**src/hw/rtl/spq_pkg.sv**
```systemverilog
// ----------------------------------------------------------------------------
// spq_pkg
// Types, codes and sizes shared by the sorted priority queue modules.
// ----------------------------------------------------------------------------
package spq_pkg;

    localparam int DEPTH   = 16;
    localparam int FILL_W  = $clog2(DEPTH + 1);
    localparam int VALUE_W = 16;
    localparam int PRIO_W  = 4;
    localparam int COUNT_W = 5;

    localparam logic MODE_INSERT = 1'b0;
    localparam logic MODE_REMOVE = 1'b1;

    localparam logic [1:0] STATUS_DONE         = 2'd0;
    localparam logic [1:0] STATUS_INSERT_FULL  = 2'd1;
    localparam logic [1:0] STATUS_REMOVE_EMPTY = 2'd2;

    localparam logic [1:0] OP_HOLD   = 2'd0;
    localparam logic [1:0] OP_INSERT = 2'd1;
    localparam logic [1:0] OP_REMOVE = 2'd2;

    typedef struct packed {
        logic                      mode;
        logic signed [VALUE_W-1:0] value;
        logic        [PRIO_W-1:0]  prio;
    } t_in;

    typedef struct packed {
        logic        [1:0]         status;
        logic signed [VALUE_W-1:0] out_value;
        logic        [PRIO_W-1:0]  out_prio;
        logic        [COUNT_W-1:0] count;
        logic                      is_empty;
        logic                      is_full;
    } t_out;

    // Command broadcast to every cell.
    typedef struct packed {
        logic        [1:0]         op;
        logic signed [VALUE_W-1:0] value;
        logic        [PRIO_W-1:0]  prio;
    } t_cmd;

    // What a cell shows its neighbors.
    typedef struct packed {
        logic signed [VALUE_W-1:0] value;
        logic        [PRIO_W-1:0]  prio;
        logic                      ge;
    } t_link;

endpackage

```
**src/hw/rtl/sorted_priority_queue.sv**
```systemverilog
// The result of a transaction is registered and valid in the cycle after acceptance.
// One transaction per cycle unless output stalls; all cells compare and shift at once.
// The input is taken whenever the output register is empty or being drained.
// Reset (synchronous, active low) empties the queue and the output register;
// entry storage is not cleared, only the fill count.
// ----------------------------------------------------------------------------
// sorted_priority_queue
// Bounded priority queue held in a chain of cells sorted by descending
// priority, with arrival order kept among equal priorities.
// ----------------------------------------------------------------------------
module sorted_priority_queue (
    input  logic          i_clk,
    input  logic          i_rst_n,
    input  logic          i_in_valid,
    output logic          o_in_ready,
    input  spq_pkg::t_in  i_in_data,
    output logic          o_out_valid,
    input  logic          i_out_ready,
    output spq_pkg::t_out o_out_data
);
    import spq_pkg::*;

    logic [FILL_W-1:0] r_fill;
    logic [FILL_W-1:0] n_fill;
    logic              r_out_valid;
    t_out              r_out_data;
    t_out              n_out_data;
    logic              w_accept;
    logic              w_full;
    logic              w_empty;
    t_cmd              w_cmd;
    t_link             w_link [DEPTH];

    assign o_in_ready = !r_out_valid || i_out_ready;
    assign w_accept   = i_in_valid && o_in_ready;
    assign w_full     = (r_fill == FILL_W'(DEPTH));
    assign w_empty    = (r_fill == '0);

    always_comb begin
        w_cmd.op    = OP_HOLD;
        w_cmd.value = i_in_data.value;
        w_cmd.prio  = i_in_data.prio;
        n_fill      = r_fill;
        n_out_data  = '0;
        if (i_in_data.mode == MODE_INSERT) begin
            if (w_full) begin
                n_out_data.status = STATUS_INSERT_FULL;
            end else begin
                w_cmd.op = w_accept ? OP_INSERT : OP_HOLD;
                n_fill   = r_fill + 1'b1;
            end
        end else begin
            if (w_empty) begin
                n_out_data.status = STATUS_REMOVE_EMPTY;
            end else begin
                w_cmd.op             = w_accept ? OP_REMOVE : OP_HOLD;
                n_fill               = r_fill - 1'b1;
                n_out_data.out_value = w_link[0].value;
                n_out_data.out_prio  = w_link[0].prio;
            end
        end
        n_out_data.count    = COUNT_W'(n_fill);
        n_out_data.is_empty = (n_fill == '0);
        n_out_data.is_full  = (n_fill == FILL_W'(DEPTH));
    end

    for (genvar gi = 0; gi < DEPTH; gi++) begin : g_cell
        t_link w_prev;
        t_link w_next;

        if (gi == 0) begin : g_head
            // The head cell always sees "ahead is higher", so when it gives way it takes the new entry.
            assign w_prev = '{value: '0, prio: '0, ge: 1'b1};
        end else begin : g_body
            assign w_prev = w_link[gi-1];
        end

        if (gi == DEPTH - 1) begin : g_tail
            assign w_next = w_link[gi];
        end else begin : g_inner
            assign w_next = w_link[gi+1];
        end

        spq_cell u_cell (
            .i_clk      (i_clk),
            .i_cmd      (w_cmd),
            .i_occupied (r_fill > FILL_W'(gi)),
            .i_prev     (w_prev),
            .i_next     (w_next),
            .o_link     (w_link[gi])
        );
    end

    always_ff @(posedge i_clk) begin
        if (!i_rst_n) begin
            r_fill      <= '0;
            r_out_valid <= 1'b0;
        end else begin
            if (w_accept) begin
                r_fill      <= n_fill;
                r_out_valid <= 1'b1;
            end else if (i_out_ready) begin
                r_out_valid <= 1'b0;
            end
        end
    end

    always_ff @(posedge i_clk) begin
        if (w_accept) begin
            r_out_data <= n_out_data;
        end
    end

    assign o_out_valid = r_out_valid;
    assign o_out_data  = r_out_data;

endmodule

```
**src/hw/rtl/spq_cell.sv**
```systemverilog
// ----------------------------------------------------------------------------
// spq_cell
// One slot of the sorted chain: keeps its entry, takes the new entry, or
// takes a neighbor's entry as the chain shifts.
// ----------------------------------------------------------------------------
module spq_cell (
    input  logic          i_clk,
    input  spq_pkg::t_cmd  i_cmd,
    input  logic          i_occupied,
    input  spq_pkg::t_link i_prev,
    input  spq_pkg::t_link i_next,
    output spq_pkg::t_link o_link
);
    import spq_pkg::*;

    logic signed [VALUE_W-1:0] r_value;
    logic        [PRIO_W-1:0]  r_prio;
    logic signed [VALUE_W-1:0] n_value;
    logic        [PRIO_W-1:0]  n_prio;
    logic                      w_ge;

    // An entry with equal or higher priority stays ahead of the new one.
    assign w_ge   = i_occupied && (r_prio >= i_cmd.prio);
    assign o_link = '{value: r_value, prio: r_prio, ge: w_ge};

    always_comb begin
        n_value = r_value;
        n_prio  = r_prio;
        case (i_cmd.op)
            OP_INSERT: begin
                if (!w_ge) begin
                    if (i_prev.ge) begin
                        n_value = i_cmd.value;
                        n_prio  = i_cmd.prio;
                    end else begin
                        n_value = i_prev.value;
                        n_prio  = i_prev.prio;
                    end
                end
            end
            OP_REMOVE: begin
                n_value = i_next.value;
                n_prio  = i_next.prio;
            end
            default: begin
            end
        endcase
    end

    always_ff @(posedge i_clk) begin
        r_value <= n_value;
        r_prio  <= n_prio;
    end

endmodule

```
**config.mk**
```make
export PLATFORM = sky130hd
export DESIGN_NAME = sorted_priority_queue
export DESIGN_NICKNAME = d
export VERILOG_FILES = /design/src/hw/rtl/spq_pkg.sv /design/src/hw/rtl/sorted_priority_queue.sv /design/src/hw/rtl/spq_cell.sv
export SDC_FILE = /design/constraint.sdc
export NUM_CORES = 1
export LEC_CHECK = 0
export ABC_CLOCK_PERIOD_IN_PS = 9700
export CAP_MARGIN = 20
export CORE_ASPECT_RATIO = 0.7
export CORE_UTILIZATION = 33
export CTS_BUF_LIST = sky130_fd_sc_hd__clkbuf_4
export DETAILED_ROUTE_END_ITERATION = 8
export DONT_BUFFER_PORTS = 1
export GPL_TIMING_DRIVEN = 0
export PLACE_DENSITY = 0.59
export SLEW_MARGIN = 10
export SYNTH_ARGS = -nofsm -noshare
export SYNTH_HDL_FRONTEND = slang
export SYNTH_SLANG_ARGS = --single-unit
```
**constraint.sdc**
```tcl
create_clock -name i_clk -period 9.7 [get_ports i_clk]
set_clock_uncertainty 0.1 [all_clocks]
set_input_delay 0.97 -clock i_clk [delete_from_list [all_inputs] [get_ports i_clk]]
set_output_delay 0.97 -clock i_clk [all_outputs]
set_load 0.1 [all_outputs]
```
==> flow_metrics.py, run 1 <==
metrics = {
    "outcome": {
        "status": "completed",
    },
    "clocking": {
        "numCtsBuffers": 91,
        "hold_buffers": 0,
        "clk_latency_ns": 0.84,
        "postCtsSetupRepairBufs": 0,
        "cts_resized": 0,
        "cts_max_level": 3,
        "clock-sinks": 355,
        "clock_path_buffers": 3,
        "cts_tree": "built",
        "path_clk_slew_ns": 0.07,
        "cts_root_buf": "clkbuf_4",
    },
    "yosys": {
        "syn_nets": 1817,
        "synth_xor_area_share_pct": 0.1362,
        "synth_top_family_by_area": "compound AO/OA/AOI/OAI gates",
        "synth_cell_types": 51,
        "synth_top_area_share_pct": 54.34,
        "muxShareOfSynthArea_pct": 3.296,
        "synthTopCellsByArea": "edfxtp_1 54%, nand3_1 6.3%, o211ai_2 5.9%",
        "ys.flop_type": "edfxtp_1",
        "syn_avg_cell_area_um2": 11.20,
        "synth-seq-area-share_pct": 54.97,
        "synth.yosys.warnings": 0,
        "postSynth.asyncResetShare_pct": 0,
        "yosysTopAreaCell": "edfxtp_1",
        "synth.cell_area_um2": 19280,
        "synthAdderAreaFrac_pct": 4.542,
        "synth_compound_area_share_pct": 16.04,
        "synth_edf_count": 349,
        "ys_seq_elements": 355,
        "yosys.area_share.simple_pct": 16.04,
        "synthCells": 1722,
    },
    "floorplanning": {
        "fp.dieH_um": 204.3,
        "die_x_um": 290.9,
        "core_area_um2": 57270,
        "pin_count": 56,
        "start_util_pct": 33.67,
        "fp-row-count": 73,
        "die_area_um2": 59420,
    },
    "timing": {
        "worst_pin_slew_ns": 1.096,
        "fmax_mhz": 193.7,
        "hold_viol": 0,
        "finalCriticalPeriod_ns": 5.163,
        "slew_viol_final": 0,
        "rsz0062_at_grt": "no",
        "relSlewSlack_pct": 26.94,
        "finalCritPeriodShare_pct": 53.23,
        "fin_setup_tns_ns": 0,
        "finalSetupViolations": 0,
    },
    "worst_setup_path": {
        "path_class": "register to register",
        "path_max_fanout": 38,
        "timing.rr.start": "o_out_valid",
        "endpoint_kind": "register",
        "reg2reg_setup_slack_ns": 4.54,
        "cp_data_arrival_time_ns": 5.49,
        "reg2regPathDepth": 8,
        "cp-start-kind": "register",
        "r2r-end": "g_cell[12].u_cell.r_value[10]",
        "timing.critical_path.to": "g_cell[12].u_cell.r_value[10]",
        "critPathRequiredTime_ns": 10.03,
        "startpoint": "o_out_valid",
    },
    "place": {
        "dpl_cell_area_um2": 20280,
        "dp_hpwl_mm": 48.24,
        "dp.cells": 2475,
        "gp_congestion": 0.8949,
        "buffer_ports.inserted": 0,
    },
    "pwr": {
        "pwr-share-clk_pct": 28.9,
        "p_per_area_nw_per_um2": 217.8,
        "swShare_pct": 33.82,
        "p_sw_w": 0.001581,
        "total_leakage_power_nw": 8.122,
        "p_int_w": 0.003095,
        "combPwrFrac_pct": 22.6,
        "vdd_drop_max_v": 0.00009475,
        "p_seq_share_pct": 48.5,
        "design_power_total_w": 0.004676,
    },
    "drt": {
        "drc": 0,
        "viasPerCell": 5.783,
        "wl_per_cell_um": 23.92,
        "vias": 15250,
        "drtIter0Drc": 1983,
        "antenna_left": 0,
        "drt-total-wl_mm": 63.04,
        "first_pass_iters": 6,
    },
    "global_routing": {
        "grt_pass1_vias": 14930,
        "antenna_found_initial": 5,
        "overflow": 0,
        "grt_usage_pct": 21.05,
        "grt_max_degree": 39,
        "grt_pass1_wl_mm": 94.07,
    },
    "run": {
        "maxCapViolCount": 0,
    },
    "final_layout": {
        "drive_gt1_share_pct": 20.45,
        "stdcell_area_um2": 21470,
        "synthToLayoutAreaGrowth_pct": 11.33,
        "stdcell_count": 2636,
        "final_nets": 1914,
        "final_core_util_pct": 37.49,
    },
    "min_path": {
        "min_path_type": "input pin to register",
    },
}
-- critical path, stage by stage, from the launching register on --
cell and delay, ns:
dfxtp_1 0.64, nand2b_1 0.96, and2_1 0.23, buf_2 0.72
and3_1 0.27, buf_2 0.29, buf_2 0.35, buf_2 0.35
a21o_1 0.85
-- metrics by stage --
step / hold WS, ns / setup WS [ns]
CTS: 0.1155 / 4.493
global placement: 0.4285 / 4.312
floorplan: 0.4093 / 5.363
detailed placement: 0.4282 / 4.291
finish: 0.1755 / 4.537
global route: 0.1210 / 4.274
-- cells by family (layout without fill, tap and decap cells) --
group	after synthesis	in the layout
AOI/OAI and AO/OA	380	380
xor gates and xnor gates	3	3
adders and majority gates	70	70
buffers and inverters	188	344
DFF	355	355
muxes	61	61
other	0	8
and+or+nand+nor	665	665
-- cell usage after synthesis, types with 27 or more instances --
| cell | number |
|---|---|
| o211ai_2 | 91 |
| ha_1 | 70 |
| a21oi_1 | 52 |
| nand2_1 | 286 |
| nand3_1 | 241 |
| o211ai_1 | 147 |
| edfxtp_1 | 349 |
| clkbuf_1 | 43 |
| o21ai_0 | 47 |
| nor2_1 | 67 |
| buf_2 | 89 |
| mux2i_1 | 41 |
| inv_1 | 27 |
-- state kept, by name, indices dropped and copies added, names as in the netlist --
name,count
r_fill,5
g_cell.u_cell.r_value,256
o_out_valid,1
g_cell.u_cell.r_prio,64
o_out_data,29
-- metal layers --
| layer | vias up | share of wire (%) | track usage [%] |
|---|---|---|---|
| li1 | 6774 | - | - |
| met1 | 7549 | 48 | 32.32 |
| met2 | 814 | 38 | 27.41 |
| met3 | 104 | 12 | 7.036 |
| met4 | 4 | 2.1 | 5.574 |
| met5 | - | 0.043 | 0 |
-- cells in the final DEF (no fill, tap or decap), types with 3 or more instances in the layout --
cell	netlist	final
edfxtp_1	349	349
nand2_1	286	286
nand3_1	241	241
o211ai_1	147	147
clkbuf_4	0	135
o211ai_2	91	91
buf_2	89	89
ha_1	70	70
nor2_1	67	67
a21oi_1	52	52
o21ai_0	47	46
clkbuf_1	43	43
mux2i_1	41	41
inv_1	27	27
and3_1	23	23
mux2_2	20	20
nor3b_1	17	17
buf_6	15	15
o221ai_1	14	14
nand2_4	14	14
a21o_1	13	13
clkinv_1	1	10
diode_2	0	8
buf_1	8	8
dfxtp_1	6	6
nand2b_1	5	5
buf_4	4	4
nor2b_1	3	3
a311oi_1	3	3
buf_8	0	3
-- power by group through the flow --
stage	clock (W)	combinational, W	sequential [W]
final	0.00135	0.00106	0.00227
after floorplan	0	0.000747	0.00222
after global placement	0	0.000999	0.00229
after CTS	0.00137	0.00104	0.00226
after global routing	0.00144	0.00116	0.00228
after detailed placement	0	0.00104	0.00229
-- worst min path at each step --
stage,start,slack (ns),cells after the start,endpoint
2_1_floorplan,g_cell[1].u_cell.r_value[15],0.41,2,g_cell[0].u_cell.r_value[15]
3_3_place_gp,g_cell[15].u_cell.r_value[6],0.43,2,g_cell[14].u_cell.r_value[6]
3_5_place_dp,g_cell[15].u_cell.r_value[7],0.43,2,g_cell[14].u_cell.r_value[7]
4_1_cts,i_rst_n,0.12,1,r_fill[3]
5_1_grt,i_rst_n,0.12,1,r_fill[3]
6_report,i_rst_n,0.18,1,r_fill[3]
-- area by class of cell --
class / instances / area [um2]
antenna: 8 / 20.02
buffer: 160 / 855.8
clock buffer: 135 / 1013
clock inverter: 17 / 137.6
fill: 5604 / 35800
inverter: 28 / 105.1
multi-input combinational: 1179 / 7727
sequential: 355 / 10600
tap: 750 / 938.4
timing repair buffer: 4 / 72.57
No activity file was read; power rests on OpenSTA's default activity.
==> run 2, diff against run 1 <==
--- a/config.mk
+++ b/config.mk
@@ -5,7 +5,7 @@
 export SDC_FILE = /design/constraint.sdc
 export NUM_CORES = 1
 export LEC_CHECK = 0
-export ABC_CLOCK_PERIOD_IN_PS = 9700
+export ABC_CLOCK_PERIOD_IN_PS = 4330
 export CAP_MARGIN = 20
 export CORE_ASPECT_RATIO = 0.7
 export CORE_UTILIZATION = 33
@@ -13,7 +13,7 @@
 export DETAILED_ROUTE_END_ITERATION = 8
 export DONT_BUFFER_PORTS = 1
 export GPL_TIMING_DRIVEN = 0
-export PLACE_DENSITY = 0.59
+export PLACE_DENSITY = 0.6
 export SLEW_MARGIN = 10
 export SYNTH_ARGS = -nofsm -noshare
 export SYNTH_HDL_FRONTEND = slang
==> constraint.sdc (replaced) <==
create_clock -name i_clk -period 4.33 [get_ports i_clk]
set_clock_uncertainty 0.1 [all_clocks]
set_input_delay 0.433 -clock i_clk [delete_from_list [all_inputs] [get_ports i_clk]]
set_output_delay 0.433 -clock i_clk [all_outputs]
set_load 0.1 [all_outputs]
==> flow_metrics.py, run 2 (synthesis gave the netlist of run 1 again) <==
metrics = {
    "outcome": {
        "status": "completed",
    },
    "worst_setup_path": {
        "crit_cells": 9,
        "path_max_fanout": 12,
        "max_stage_delay_ns": 0.48,
        "startpoint": "r_fill[0]",
        "reg2reg_setup_slack_ns": 0.32,
        "cp-start-kind": "register",
        "path_delay_family": "buffers and inverters",
        "cp_data_arrival_time_ns": 4.40,
        "timing.rr.start": "r_fill[0]",
        "path_class": "register to register",
        "endpoint_kind": "register",
        "r2r-end": "g_cell[15].u_cell.r_prio[3]",
        "timing.critical_path.to": "g_cell[15].u_cell.r_prio[3]",
        "critPathRequiredTime_ns": 4.72,
        "cp_slowest_cell": "o31a_2",
        "reg2regPathDepth": 9,
        "cp_cell_sequence": "clkbuf_1, clkinv_1, ha_1, nand4bb_1, nand4_1, inv_1, clkbuf_2, o31a_2, buf_8",
        "path_buf_inv": 5,
    },
    "drt": {
        "drtIter0Drc": 1919,
        "viasPerCell": 5.821,
        "drc": 0,
        "first_pass_iters": 7,
        "drt-total-wl_mm": 64.57,
        "wl_per_cell_um": 24.26,
        "antenna_left": 0,
        "vias": 15500,
    },
    "min_path": {
        "min_path_type": "input pin to register",
        "whs_path_depth": 3,
    },
    "clocking": {
        "clk_latency_ns": 0.81,
        "clock-sinks": 355,
        "numCtsBuffers": 91,
        "cts_root_buf": "clkbuf_4",
        "path_clk_slew_ns": 0.07,
        "clock_path_buffers": 3,
        "cts_tree": "built",
        "cts_max_level": 3,
        "postCtsSetupRepairBufs": 0,
    },
    "timing": {
        "finalCriticalPeriod_ns": 4.009,
        "hold_viol": 0,
        "rsz0062_at_grt": "no",
        "finalSetupViolations": 0,
        "worst_pin_slew_ns": 0.9318,
        "relSlewSlack_pct": 38.01,
        "slew_viol_final": 0,
        "fmax_mhz": 249.5,
        "finalCritPeriodShare_pct": 92.58,
    },
    "floorplanning": {
        "core_area_um2": 57270,
        "fp.dieH_um": 204.3,
        "die_area_um2": 59420,
        "pin_count": 56,
        "die_x_um": 290.9,
        "fp-row-count": 73,
        "start_util_pct": 33.67,
    },
    "place": {
        "dp_hpwl_mm": 48.36,
        "buffer_ports.inserted": 0,
        "dpl_cell_area_um2": 20260,
        "gp_congestion": 0.9041,
    },
    "global_routing": {
        "antenna_found_initial": 6,
        "grt_max_degree": 39,
        "grt_pass1_wl_mm": 95.84,
        "overflow": 0,
        "grt_usage_pct": 21.44,
        "grt_pass1_vias": 15150,
    },
    "final_layout": {
        "final_core_util_pct": 37.84,
        "largest_register_ffs": 256,
        "largest-register": "g_cell.u_cell.r_value",
        "final_cell_mix": "349 x edfxtp_1, 281 x nand2_1, 241 x nand3_1, 147 x o211ai_1, 132 x clkbuf_4",
        "final_nets": 1935,
        "stdcell_area_um2": 21670,
        "final_common_cell": "edfxtp_1",
        "drive_gt1_share_pct": 20.70,
        "synthToLayoutAreaGrowth_pct": 12.37,
    },
    "pwr": {
        "vdd_drop_max_v": 0.0001798,
        "total_leakage_power_nw": 8.163,
        "p_per_area_nw_per_um2": 484.6,
        "design_power_total_w": 0.01050,
    },
    "run": {
        "maxCapViolCount": 0,
    },
}
run 2: cell types whose count changed in the layout (fill, tap and decap cells not counted), sizes merged:
cell,change
clkinvlp,+3
clkbuf,-3
inv,-2
bufinv,-1
diode,-4
clkinv,+13
buf,-3
dlygate4sd3,+23
run 2: power by group:
| part | total (W) | switching [W] | internal [W] |
|---|---|---|---|
| Sequential | 0.00508 | 0.000530 | 0.00455 |
| Combinational | 0.00243 | 0.00158 | 0.000848 |
| Clock | 0.00299 | 0.00154 | 0.00145 |
| Total | 0.0105 | 0.00365 | 0.00685 |
run 2: metrics by stage:
step,hold slack [ns],setup TNS [ns],cells,setup WS (ns)
final,0.07750,0,2662,0.3213
after detailed placement,0.4389,-78.19,2474,-0.4319
after global routing,0.02607,0,2660,0.1510
after CTS,0.002550,0,2658,0.003318
after global placement,0.4338,-71.95,2472,-0.7204
after floorplan,0.4093,0,1722,0.3391
run 2: how the worst min path moves through the flow:
stage	from	to	slack, ns
floorplan	g_cell[1].u_cell.r_value[15]	g_cell[0].u_cell.r_value[15]	0.41
global placement	g_cell[15].u_cell.r_value[11]	g_cell[14].u_cell.r_value[11]	0.43
detailed placement	g_cell[1].u_cell.r_value[3]	g_cell[0].u_cell.r_value[3]	0.44
CTS	i_in_valid	r_fill[0]	0.003
global route	i_in_data[4]	g_cell[4].u_cell.r_value[0]	0.03
finish	i_in_valid	r_fill[0]	0.08
run 2: layout make-up:
type | instances | area (um2)
repair buffers | 25 | 260.3
inverters | 28 | 105.1
well taps | 750 | 938.4
flip-flops and latches | 355 | 10600
fillers | 5609 | 35600
clock buffers | 131 | 983.4
plain buffers | 160 | 859.6
diodes | 4 | 10.01
clock inverters | 30 | 156.4
multi-input cells | 1179 | 7755
run 2: what timing repair did:
| item | in CTS | in global routing |
|---|---|---|
| resized for setup | 12 | 6 |
| endpoints found under the hold margin | 168 | 0 |
| hold buffers | 23 | 0 |
| setup endpoints to repair | 289 | 154 |
run 2: worst min-delay path: stages:
cell and delay, ns:
nand4_1 0.21, nand3_1 0.10, and3b_1 0.17
run 2: layer usage:
metal | up-vias | wire, um | global-route usage [%] | part of all wire (%)
met4 | 0 | 1291 | 5.820 | 2.0
met5 | - | 0 | 0 | 0
met3 | 96 | 7490 | 6.209 | 12
met2 | 850 | 24580 | 27.70 | 38
met1 | 7736 | 31210 | 33.66 | 48
li1 | 6814 | - | - | -
